[src/rtl/sma_pkg.sv]
// Shared types and codes for the stack machine arithmetic unit.
// No dependencies.
`timescale 1ns / 1ps
package sma_pkg;
	localparam int unsigned WordW = 32;

	typedef enum logic [2:0] {
		ACT_PUSH = 3'd0, ACT_ADD = 3'd1, ACT_SUB = 3'd2, ACT_MUL = 3'd3,
		ACT_DIV = 3'd4, ACT_SQRT = 3'd5, ACT_OUT = 3'd6, ACT_UNK = 3'd7
	} action_t;

	typedef enum logic [2:0] {
		ST_OK = 3'd0, ST_UNDERFLOW = 3'd1, ST_DIV_ZERO = 3'd2,
		ST_NEG_ROOT = 3'd3, ST_OVERFLOW = 3'd4, ST_UNKNOWN = 3'd5
	} status_t;

	typedef enum logic [1:0] {
		OP_MUL = 2'd0, OP_DIV = 2'd1, OP_SQRT = 2'd2
	} serop_t;

	// start request to the serial unit
	typedef struct packed {
		logic        start;
		serop_t      op;
		logic [31:0] lhs;
		logic [31:0] rhs;
	} ser_req_t;

	// completion from the serial unit
	typedef struct packed {
		logic        done;
		logic [31:0] result;
	} ser_rsp_t;
endpackage

[src/rtl/stack_machine_alu.sv]
// Stack machine arithmetic unit: top level with operand stack and sequencer.
// Depends on sma_pkg and sma_serial.
`timescale 1ns / 1ps
// One transaction in, one status transaction out. Push, add, sub, out, unknown
// and full-stack push pass through the stack read, execute and result states; a
// multiply, divide or root that fails its check also passes through the wait
// state. Multiply, divide and square root wait there on the bit-serial unit,
// which produces one result bit per cycle (two radicand bits per root step).
// One item is in work at a time; after its result is taken the block returns
// to idle before it accepts the next transaction.
module stack_machine_alu #(
	parameter int unsigned STACK_DEPTH = 16
) (
	input  logic        clk,
	input  logic        arst_n,
	input  logic        s_tvalid,
	output logic        s_tready,
	input  logic [39:0] s_tdata,   // [2:0] action, [34:3] push_value, rest zero
	output logic        m_tvalid,
	input  logic        m_tready,
	output logic [47:0] m_tdata    // [2:0] status, [3] out_valid, [35:4] out_value,
	                               // [40:36] depth, rest zero
);
	localparam int unsigned AW = (STACK_DEPTH > 1) ? $clog2(STACK_DEPTH) : 1;
	localparam int unsigned CW = $clog2(STACK_DEPTH + 1);

	typedef enum logic [4:0] {
		S_IDLE = 5'b00001, S_RD = 5'b00010, S_EXE = 5'b00100,
		S_WAIT = 5'b01000, S_OUT = 5'b10000
	} state_t;

	state_t           state_q;
	logic [CW-1:0]    cnt_q;
	sma_pkg::action_t act_q;
	logic [31:0]      pv_q, a_q, b_q;
	logic [31:0]      mem [STACK_DEPTH];
	logic [31:0]      rd_top, rd_sec;
	logic [2:0]       st_q;
	logic             ov_q;
	logic [31:0]      oval_q;
	logic             wr_en;
	logic [AW-1:0]    wr_addr;
	logic [31:0]      wr_data;
	sma_pkg::ser_req_t req;
	sma_pkg::ser_rsp_t rsp;

	sma_serial u_ser (.clk(clk), .arst_n(arst_n), .req(req), .rsp(rsp));

	assign s_tready = (state_q == S_IDLE);
	assign m_tvalid = (state_q == S_OUT);
	assign m_tdata  = {7'd0, 5'(cnt_q), oval_q, ov_q, st_q};

	// stack memory: registered reads of the top two entries
	always_ff @(posedge clk) begin
		if (wr_en) mem[wr_addr] <= wr_data;
		rd_top <= mem[AW'(cnt_q - CW'(1))];
		rd_sec <= mem[AW'(cnt_q - CW'(2))];
	end

	always_comb begin
		req       = '0;
		req.lhs   = b_q;
		req.rhs   = a_q;
		req.op    = sma_pkg::OP_MUL;
		if (act_q == sma_pkg::ACT_DIV) req.op = sma_pkg::OP_DIV;
		if (act_q == sma_pkg::ACT_SQRT) begin
			req.op  = sma_pkg::OP_SQRT;
			req.lhs = a_q;
		end
		wr_en   = 1'b0;
		wr_addr = AW'(cnt_q - CW'(2));
		wr_data = rsp.result;
		case (state_q)
			S_EXE: begin
				case (act_q)
					sma_pkg::ACT_PUSH: begin
						wr_en = (cnt_q < CW'(STACK_DEPTH)); wr_addr = AW'(cnt_q); wr_data = pv_q;
					end
					sma_pkg::ACT_ADD: begin
						wr_en = (cnt_q >= CW'(2)); wr_data = b_q + a_q;
					end
					sma_pkg::ACT_SUB: begin
						wr_en = (cnt_q >= CW'(2)); wr_data = b_q - a_q;
					end
					sma_pkg::ACT_MUL: req.start = (cnt_q >= CW'(2));
					sma_pkg::ACT_DIV: req.start = (cnt_q >= CW'(2)) && (a_q != 32'd0);
					sma_pkg::ACT_SQRT: req.start = (cnt_q >= CW'(1)) && !a_q[31];
					default: ;
				endcase
			end
			S_WAIT: begin
				wr_en = rsp.done;
				if (act_q == sma_pkg::ACT_SQRT) wr_addr = AW'(cnt_q - CW'(1));
			end
			default: ;
		endcase
	end

	always_ff @(posedge clk or negedge arst_n) begin
		if (!arst_n) begin
			state_q <= S_IDLE;
			cnt_q   <= '0;
			act_q   <= sma_pkg::ACT_PUSH;
			pv_q    <= '0;
			a_q     <= '0;
			b_q     <= '0;
			st_q    <= sma_pkg::ST_OK;
			ov_q    <= 1'b0;
			oval_q  <= '0;
		end else begin
			case (state_q)
				S_IDLE: if (s_tvalid) begin
					act_q   <= sma_pkg::action_t'(s_tdata[2:0]);
					pv_q    <= s_tdata[34:3];
					state_q <= S_RD;
				end
				S_RD: begin
					// top two entries were read at the accepting edge
					a_q <= rd_top; b_q <= rd_sec;
					state_q <= S_EXE;
				end
				S_EXE: begin
					state_q <= S_OUT;
					st_q   <= sma_pkg::ST_OK;
					ov_q   <= 1'b0;
					oval_q <= '0;
					case (act_q)
						sma_pkg::ACT_PUSH:
							if (cnt_q >= CW'(STACK_DEPTH)) st_q <= sma_pkg::ST_OVERFLOW;
							else cnt_q <= cnt_q + CW'(1);
						sma_pkg::ACT_ADD, sma_pkg::ACT_SUB:
							if (cnt_q < CW'(2)) st_q <= sma_pkg::ST_UNDERFLOW;
							else cnt_q <= cnt_q - CW'(1);
						sma_pkg::ACT_MUL, sma_pkg::ACT_DIV:
							state_q <= S_WAIT;
						sma_pkg::ACT_SQRT:
							state_q <= S_WAIT;
						sma_pkg::ACT_OUT:
							if (cnt_q < CW'(1)) st_q <= sma_pkg::ST_UNDERFLOW;
							else begin
								cnt_q <= cnt_q - CW'(1); ov_q <= 1'b1; oval_q <= a_q;
							end
						default: st_q <= sma_pkg::ST_UNKNOWN;
					endcase
				end
				S_WAIT: begin
					// error checks and serial completion
					if (act_q == sma_pkg::ACT_SQRT) begin
						if (cnt_q < CW'(1)) begin
							st_q <= sma_pkg::ST_UNDERFLOW; state_q <= S_OUT;
						end else if (a_q[31]) begin
							st_q <= sma_pkg::ST_NEG_ROOT; state_q <= S_OUT;
						end else if (rsp.done) state_q <= S_OUT;
					end else begin
						if (cnt_q < CW'(2)) begin
							st_q <= sma_pkg::ST_UNDERFLOW; state_q <= S_OUT;
						end else if (act_q == sma_pkg::ACT_DIV && a_q == 32'd0) begin
							st_q <= sma_pkg::ST_DIV_ZERO; state_q <= S_OUT;
						end else if (rsp.done) begin
							cnt_q <= cnt_q - CW'(1); state_q <= S_OUT;
						end
					end
				end
				S_OUT: if (m_tready) state_q <= S_IDLE;
				default: state_q <= S_IDLE;
			endcase
		end
	end
endmodule

[src/rtl/sma_serial.sv]
// Bit-serial multiply, divide and square root unit, one result bit per cycle.
// Depends on sma_pkg.
`timescale 1ns / 1ps
module sma_serial (
	input  logic              clk,
	input  logic              arst_n,
	input  sma_pkg::ser_req_t req,
	output sma_pkg::ser_rsp_t rsp
);
	logic              busy_q;
	logic              done_q;
	sma_pkg::serop_t   op_q;
	logic [5:0]        cnt_q;
	logic [31:0]       acc_q;    // product / quotient / root
	logic [33:0]       rem_q;    // partial remainder
	logic [31:0]       sh_q;     // shifting operand (multiplier, dividend, radicand)
	logic [31:0]       opd_q;    // multiplicand or |divisor|
	logic              neg_q;

	logic [33:0] trial;
	logic [33:0] rem_sh;
	logic [31:0] lhs_abs, rhs_abs;
	logic [31:0] rsp_result_c;

	always_comb begin
		lhs_abs = req.lhs[31] ? (~req.lhs + 32'd1) : req.lhs;
		rhs_abs = req.rhs[31] ? (~req.rhs + 32'd1) : req.rhs;
		rem_sh  = '0;
		trial   = '0;
		case (op_q)
			sma_pkg::OP_DIV: begin
				rem_sh = {rem_q[32:0], sh_q[31]};
				trial  = rem_sh - {2'b00, opd_q};
			end
			sma_pkg::OP_SQRT: begin
				rem_sh = {rem_q[31:0], sh_q[31:30]};
				trial  = rem_sh - {acc_q, 2'b01};
			end
			default: begin
				rem_sh = '0;
				trial  = '0;
			end
		endcase
	end

	always_ff @(posedge clk or negedge arst_n) begin
		if (!arst_n) begin
			busy_q <= 1'b0;
			done_q <= 1'b0;
			op_q   <= sma_pkg::OP_MUL;
			cnt_q  <= '0;
			acc_q  <= '0;
			rem_q  <= '0;
			sh_q   <= '0;
			opd_q  <= '0;
			neg_q  <= 1'b0;
		end else begin
			done_q <= 1'b0;
			if (req.start) begin
				busy_q <= 1'b1;
				op_q   <= req.op;
				acc_q  <= '0;
				rem_q  <= '0;
				case (req.op)
					sma_pkg::OP_MUL: begin
						cnt_q <= 6'd32; sh_q <= req.rhs; opd_q <= req.lhs; neg_q <= 1'b0;
					end
					sma_pkg::OP_DIV: begin
						cnt_q <= 6'd32; sh_q <= lhs_abs; opd_q <= rhs_abs;
						neg_q <= req.lhs[31] ^ req.rhs[31];
					end
					default: begin
						cnt_q <= 6'd16; sh_q <= req.lhs; opd_q <= '0; neg_q <= 1'b0;
					end
				endcase
			end else if (busy_q) begin
				// one step per cycle
				case (op_q)
					sma_pkg::OP_MUL: begin
						// LSB-first shift-add, low 32 bits only
						if (sh_q[0]) acc_q <= acc_q + opd_q;
						opd_q <= {opd_q[30:0], 1'b0};
						sh_q  <= {1'b0, sh_q[31:1]};
					end
					sma_pkg::OP_DIV: begin
						sh_q <= {sh_q[30:0], 1'b0};
						if (!trial[33]) begin
							rem_q <= trial; acc_q <= {acc_q[30:0], 1'b1};
						end else begin
							rem_q <= rem_sh; acc_q <= {acc_q[30:0], 1'b0};
						end
					end
					default: begin
						sh_q <= {sh_q[29:0], 2'b00};
						if (!trial[33]) begin
							rem_q <= trial; acc_q <= {acc_q[30:0], 1'b1};
						end else begin
							rem_q <= rem_sh; acc_q <= {acc_q[30:0], 1'b0};
						end
					end
				endcase
				cnt_q <= cnt_q - 6'd1;
				if (cnt_q == 6'd1) begin
					busy_q <= 1'b0;
					done_q <= 1'b1;
				end
			end
		end
	end

	// sign fix for the quotient; the last step's result is registered together with done
	always_comb begin
		rsp_result_c = neg_q ? (~acc_q + 32'd1) : acc_q;
	end
	assign rsp = '{done: done_q, result: rsp_result_c};
endmodule

[config.mk]
export PLATFORM = sky130hd
export DESIGN_NAME = stack_machine_alu
export DESIGN_NICKNAME = d
export VERILOG_FILES = /design/src/rtl/sma_pkg.sv /design/src/rtl/stack_machine_alu.sv /design/src/rtl/sma_serial.sv
export SDC_FILE = /design/constraint.sdc
export NUM_CORES = 2
export LEC_CHECK = 0
export BUFFER_PORTS_ARGS = -buffer_cell sky130_fd_sc_hd__buf_2
export CORE_ASPECT_RATIO = 0.9
export CORE_MARGIN = 10
export CORE_UTILIZATION = 45
export CTS_CLUSTER_SIZE = 25
export DETAILED_ROUTE_END_ITERATION = 7
export SETUP_SLACK_MARGIN = 0.4
export SKIP_LAST_GASP = 1
export SLEW_MARGIN = 10
export SYNTH_ARGS = -nofsm -noshare
export SYNTH_HDL_FRONTEND = slang
export SYNTH_SLANG_ARGS = --single-unit
[constraint.sdc]
create_clock -name clk -period 6.15 [get_ports clk]
set_clock_uncertainty 0.1 [all_clocks]
set_input_delay 1.845 -clock clk [delete_from_list [all_inputs] [get_ports clk]]
set_output_delay 1.845 -clock clk [all_outputs]
set_load 0.1 [all_outputs]
### After elaboration in Yosys (flattened, before gate mapping)

Memory sizes are Yosys's and may differ from the RTL's. A register that Yosys moved wholly into a read port is not among the register bits.
Index checks and enable logic that the tools add are counted.

| storage, ports and cells | value |
|---|---|
| bits of input ports | 44 |
| bits in writable memories | 512 |
| memories | 1 |
| word-level logic and storage cells | 170 |
| bits in registers | 285 |
| output and inout port bits | 50 |

| cells by class | value |
|---|---|
| mux-type cells | 78 |
| reductions and logical operators | 22 |
| add/sub/neg operators | 12 |
| magnitude comparators | 6 |
| equality and inequality tests | 29 |
| bitwise logic cells | 4 |

Memories:

| name | words | width | rd ports | clocked after memory_dff | write ports | RTL line | source |
|---|---|---|---|---|---|---|---|
| mem | 16 | 32 | 2 | 2 | 1 | stack_machine_alu.sv:36 | `logic [31:0] mem [STACK_DEPTH];` |

Operators by type and width:

| kind | number |
|---|---|
| 2-to-1 mux 32 bit | 15 |
| case mux 32 bit (2 select lines) | 3 |
| 2-to-1 mux 33 bit | 4 |
| adder 32 x 1 -> 32 bit, second input constant | 3 |
| inverter 32 bit | 3 |
| case mux 32 bit (3 select lines) | 1 |
| 2-to-1 mux 5 bit | 16 |
| case mux 34 bit (2 select lines) | 1 |
| case mux 33 bit (2 select lines) | 1 |
| adder 32 bit | 2 |
| 2-to-1 mux 34 bit | 1 |
| subtractor 34 x 32 -> 34 bit | 1 |
| subtractor 34 bit | 1 |
| logical NOT 32 bit | 1 |
| nonzero test 32 bit | 1 |
| subtractor 32 bit | 1 |
| case mux 5 bit (5 select lines) | 1 |
| 2-to-1 mux 3 bit | 6 |
| 2-to-1 mux 6 bit | 3 |
| 2-to-1 mux 1 bit | 16 |
| case mux 5 bit (3 select lines) | 1 |
| case mux 3 bit (4 select lines) | 1 |
| != test 2 bit, second input constant | 5 |
| case mux 5 bit (2 select lines) | 1 |
| 42 further kinds | 62 |

### Depth between registers and ports, before layout

| logic depth | value |
|---|---|
| depth in word-level cells | 8 |
| mapped depth | 19 |

### By module

A second synthesis with hierarchy kept.

| second synthesis, totals | value |
|---|---|
| cells, all modules | 4189 |
| area total of the unflattened synthesis | 48984.5 um^2 |

Modules (own cells, without submodules):

| module | instances | area an instance (um^2) | seq. area each (um^2) | cells each |
|---|---|---|---|---|
| stack_machine_alu | 1 | 34115.2 | 20285.7 | 2281 |
| sma_serial | 1 | 14869.3 | 3503.4 | 1908 |

### Least setup slack after synthesis

Ideal clock, no wire load.

| timing | value |
|---|---|
| path kind | reg-to-output |
| start | reg state_q[2] |
| end | out m_tvalid |
| path buffers | 0 |
| required time | 4205 ps |
| arrival | 3772 ps |
| slack | 433 ps |
| cell stages (with the launch flop) | 4 |
| cell sequence | dfrtp_1 > nor2_1 > inv_1 > nor4b_1 |

| between the ends | value |
|---|---|
| longest elaborated chain between the ends | 1 |

RTL lines:

| item | RTL line | source |
|---|---|---|
| start: declaration | stack_machine_alu.sv:32 | `state_t state_q;` |
| start signal: assignment | stack_machine_alu.sv:101 | `state_q <= S_IDLE;` |
| start signal: assignment | stack_machine_alu.sv:115 | `state_q <= S_RD;` |
| start signal: assignment | stack_machine_alu.sv:120 | `state_q <= S_EXE;` |
| == test 5 bit | stack_machine_alu.sv:50 | `assign m_tvalid = (state_q == S_OUT);` |
| end: declaration | stack_machine_alu.sv:19 | `output logic m_tvalid,` |

Every way passes these cells.

### Worst setup path after layout

| timing | value |
|---|---|
| start | reg a_q[0] |
| end | mem mem[3][31], data pin |

| between the ends | value |
|---|---|
| longest elaborated chain between the ends | 3 |
| elaborated cells on any way between the ends | 4 |
| classes of those cells | add/sub: 2; mux: 2 |

RTL lines:

| item | RTL line | source |
|---|---|---|
| start: declaration | stack_machine_alu.sv:35 | `logic [31:0] pv_q, a_q, b_q;` |
| start signal: assignment | stack_machine_alu.sv:119 | `a_q <= rd_top; b_q <= rd_sec;` |
| subtractor 32 bit or adder 32 bit (tied branches) | stack_machine_alu.sv:83, stack_machine_alu.sv:80 |  |
| case mux 32 bit (3 select lines) * | stack_machine_alu.sv:75 | `case (act_q)` |
| 2-to-1 mux 32 bit * | stack_machine_alu.sv:73 | `case (state_q)` |
| named net wr_data[31] | stack_machine_alu.sv:43 | `logic [31:0] wr_data;` |
| end: declaration | stack_machine_alu.sv:36 |  |

The timed path passes the listed nets; every way through them passes the cells marked *.

==> results.md <==
* Status: complete, no violations
* Layout area overhead at 12.1%
* WL final at between 100,000 and 150,000 um
* CTS root buf: clkbuf_16
* Simple-Gate Fraction of Synth Area at 0.0816
* Largest family of logic cells by synthesized area: multiplexers
* Synthesized area at between 40,000 and 50,000 sq um
* XOR/XNOR share of the synthesized area at 0.0420
* Synth Area per Inst at 12.5 sq um
* All-Layer GR Usage at 0.225
* Crit. End Element: flip-flop
* Num Clock Sinks at between 800 and 900
* Synth cell count leaders: edfxtp_1, mux4_2, dfrtp_1, nand2_1, nor2_1
* Post-synthesis mux area share at 0.176
* Reg-to-reg critical path endpoint: mem[3][31]$_DFFE_PP_
* Die Span Y at between 300 and 400 um
* Global route overflow at 0
* Most numerous cell in the Yosys netlist: edfxtp_1
* Worst-Skew Late Latency at roughly 0.7 ns
* Comb power frac at 0.508
* Worst Reg-to-Reg Cells at 17
* Pre-Repair DR Iteration Count at 7
* Slew @ Worst Pin at 1.24 ns
* Placed cell areas at about 51,000 sq um
* Critical-path maximum fanout at 16
* Peak VDD IR at around 580 uV
* R2R Setup Slk at roughly 0.73 ns
* Number of global-route vias before repair at roughly 33k
* Total power density per cell area at 553 nW/um^2
* Hold_sp: rd_top[6]$_DFF_P_
* Cell taking the most area after synthesis: edfxtp_1
* Highest clock rate at between 0.15 and 0.2 GHz
* Sw frac at 0.415
* Fillers at 9,244
* CTS clk-pin slew, worst paths at roughly 0.06 ns
* Share of layout cells above drive strength 1 at 0.217
* Crit start category: flip-flop
* DR vias/cell at approximately 6.2
* Library cells used by synthesis at 100
* DRT iter0 DRCs at 3,351
* Post-synthesis compound-gate area fraction at 0.139
* Final core utilization at 0.506
* WHS Path Cells at 1
* Final setup vio count at 0
* Sequential power share at 0.288
* Worst hold path endpoint: a_q[6]$_DFFE_PN0N_
* CP Data Arrival Time at roughly 5.7 ns
* Register area share after synthesis at 0.491
* Initial antenna violation count at 5
* RSZ-0062 raised after global routing: no
* Crit Path Class: reg -> reg
* P_leak at a little under 20 nW
* Main synth FF type: edfxtp_1
* First-pass GRT wire length at around 210,000 um
* Routability Congestion at 0.905
* Post-synthesis register bit count at between 800 and 900
* Worst r2r src: a_q[0]$_DFFE_PN0N_
* Final hold vios at 0
* Pin count of the biggest net entering global routing at 130
* Setup_tns at 0 ns
* Starting density of the core at 0.452
* DP Wirelength at between 90,000 and 100,000 um
* Die X at approximately 370 um
* CTS tree: built
* Design area at 54,300 sq um
* Core Box Area at 107,000 sq um
* Synth Warn # at 0
* I/O pins at 94
* Max clock buf depth at 3
* CP required at 6.46 ns
* Period minus WS final at between 5 and 6 ns
* Slew Viols, Final at 0
* Sequential cell area at 23,800 sq um
* Multi-input gate area at between 20,000 and 25,000 sq um
* Num rows at 114
* Period Utilization, post-route at 0.882
* Layout net count at roughly 4.1k
* Area share of the largest cell type after synthesis at 0.318
* Setup Buffers After CTS at 0
* ANT nets after route at 0
* H-Tree Level Count at 3
* Worst hold-check path type: reg -> reg
* Post-synth EDFFs at between 500 and 600
* Num CTS Buffers at 94
* Resized Gates After CTS at 0
* Number of port buffers at 81
* Power share of the clock group at 0.204
* Die area at ~120,000 sq um
* Adder-Cell Fraction of Synth Area at 0.0379
* Drt wl/cell at between 20 and 30 um
* Post-synth ARST share at 0.331
* Hold_buf cts at 0
* Normalized max-slew margin at 0.171
* Switch Pwr at between 0.01 and 0.015 W
* Via count at 33.7k
* Number of max-cap violations at 0
* Internal power at about 0.018 W
* Synth area leaders: edfxtp_1, mux4_2, dfrtp_1
* Min Hold Slack at 0.357 ns
* DRC Markers at 0
* Cells after Synth at just under 4k
how the worst max path moves through the flow:
stage	from	to	slack, ns
after CTS	a_q[0]$_DFFE_PN0N_	mem[8][26]$_DFFE_PP_	0.53
after detailed placement	a_q[1]$_DFFE_PN0N_	mem[8][26]$_DFFE_PP_	0.53
after global routing	a_q[0]$_DFFE_PN0N_	mem[5][31]$_DFFE_PP_	0.51
after global placement	a_q[1]$_DFFE_PN0N_	mem[2][31]$_DFFE_PP_	0.54
after floorplan	state_q[2]$_DFFE_PN0P_	m_tvalid	0.43
final	a_q[0]$_DFFE_PN0N_	mem[3][31]$_DFFE_PP_	0.73
per-stage QoR:
step,setup WS [ns],power [W],std cells
floorplan,0.433,0.0196,3890
global placement,0.542,0.0237,5263
detailed placement,0.529,0.0238,5263
CTS,0.527,0.0300,5440
global route,0.507,0.0317,5440
finish,0.728,0.0300,5441
state kept, by name, indices dropped and copies added, names as in the netlist, 32 cells and up:
| register | count |
|---|---|
| oval_q | 32 |
| pv_q | 32 |
| rd_sec | 32 |
| u_ser.sh_q | 32 |
| u_ser.rem_q | 33 |
| a_q | 32 |
| b_q | 32 |
| u_ser.opd_q | 32 |
| u_ser.acc_q | 32 |
| rd_top | 32 |
| mem | 512 |
power by group through the flow:
| stage | registers [W] | logic [W] | clock network [W] |
|---|---|---|---|
| floorplan | 0.00842 | 0.0111 | 0 |
| global placement | 0.00872 | 0.0150 | 0 |
| detailed placement | 0.00873 | 0.0150 | 0 |
| CTS | 0.00862 | 0.0151 | 0.00621 |
| global route | 0.00876 | 0.0165 | 0.00646 |
| finish | 0.00865 | 0.0152 | 0.00612 |
critical path, cell delays in order, from the launching register on:
cell	delay, ns
dfrtp_1	0.42
inv_1	0.14
ha_1	0.23
nor3b_1	0.46
nand4_2	0.36
o31ai_1	0.36
xor2_1	0.19
ha_1	0.31
a21o_1	0.20
a21oi_1	0.16
o211ai_1	0.16
a2111oi_0	0.43
o21ai_1	0.13
a31oi_1	0.27
o21ai_1	0.16
a221oi_1	0.38
mux2i_1	0.14
o21ai_2	0.52
layer usage:
metal / vias to the layer above / GRT usage / part of all wire
met5: - / 0 / 0
met4: 0 / 0.0582 / 0.025
met3: 193 / 0.0523 / 0.095
met2: 1317 / 0.352 / 0.46
met1: 16988 / 0.314 / 0.43
li1: 15163 / - / -
placed cells by master, fill, tap and decap left out, types with 18 or more instances in the layout:
| cell type | n |
|---|---|
| edfxtp_1 | 512 |
| mux4_2 | 320 |
| dfrtp_1 | 281 |
| nand2_1 | 257 |
| o21ai_0 | 211 |
| nor2_1 | 203 |
| a21oi_1 | 186 |
| xnor2_1 | 148 |
| ha_1 | 137 |
| inv_1 | 112 |
| buf_4 | 105 |
| clkbuf_16 | 97 |
| mux2_2 | 96 |
| a22oi_1 | 86 |
| xor2_1 | 81 |
| buf_2 | 80 |
| nor3_1 | 76 |
| nand3_1 | 67 |
| a21o_1 | 66 |
| dfxtp_1 | 64 |
| a211oi_1 | 56 |
| a22o_1 | 53 |
| o31ai_1 | 46 |
| nand2b_1 | 31 |
| a221oi_1 | 29 |
| o211ai_1 | 27 |
| nand4_1 | 26 |
| mux2i_1 | 24 |
| a31oi_1 | 22 |
| or3_1 | 20 |
| o21a_1 | 20 |
| nor2b_1 | 19 |
| o21bai_1 | 19 |
| nor2_4 | 19 |
| o22ai_1 | 18 |
| a221o_1 | 18 |
| clkbuf_8 | 18 |
cell families after synthesis:
logic type	count (synthesis)
compound gates	992
flops	861
simple gates	827
mux	440
buf+inv	386
xor+xnor	232
fa+ha+maj	145
other cells	1
final cells by class:
class / instances / area share
flip-flops and latches: 861 / 0.439
diodes: 1 / 0.0000461
clock inverters: 46 / 0.0124
clock buffers: 131 / 0.0504
repair buffers: 196 / 0.0259
multi-input cells: 2643 / 0.431
inverters: 113 / 0.00782
well taps: 1450 / 0.0334
Power figures use the tool's default switching activity.
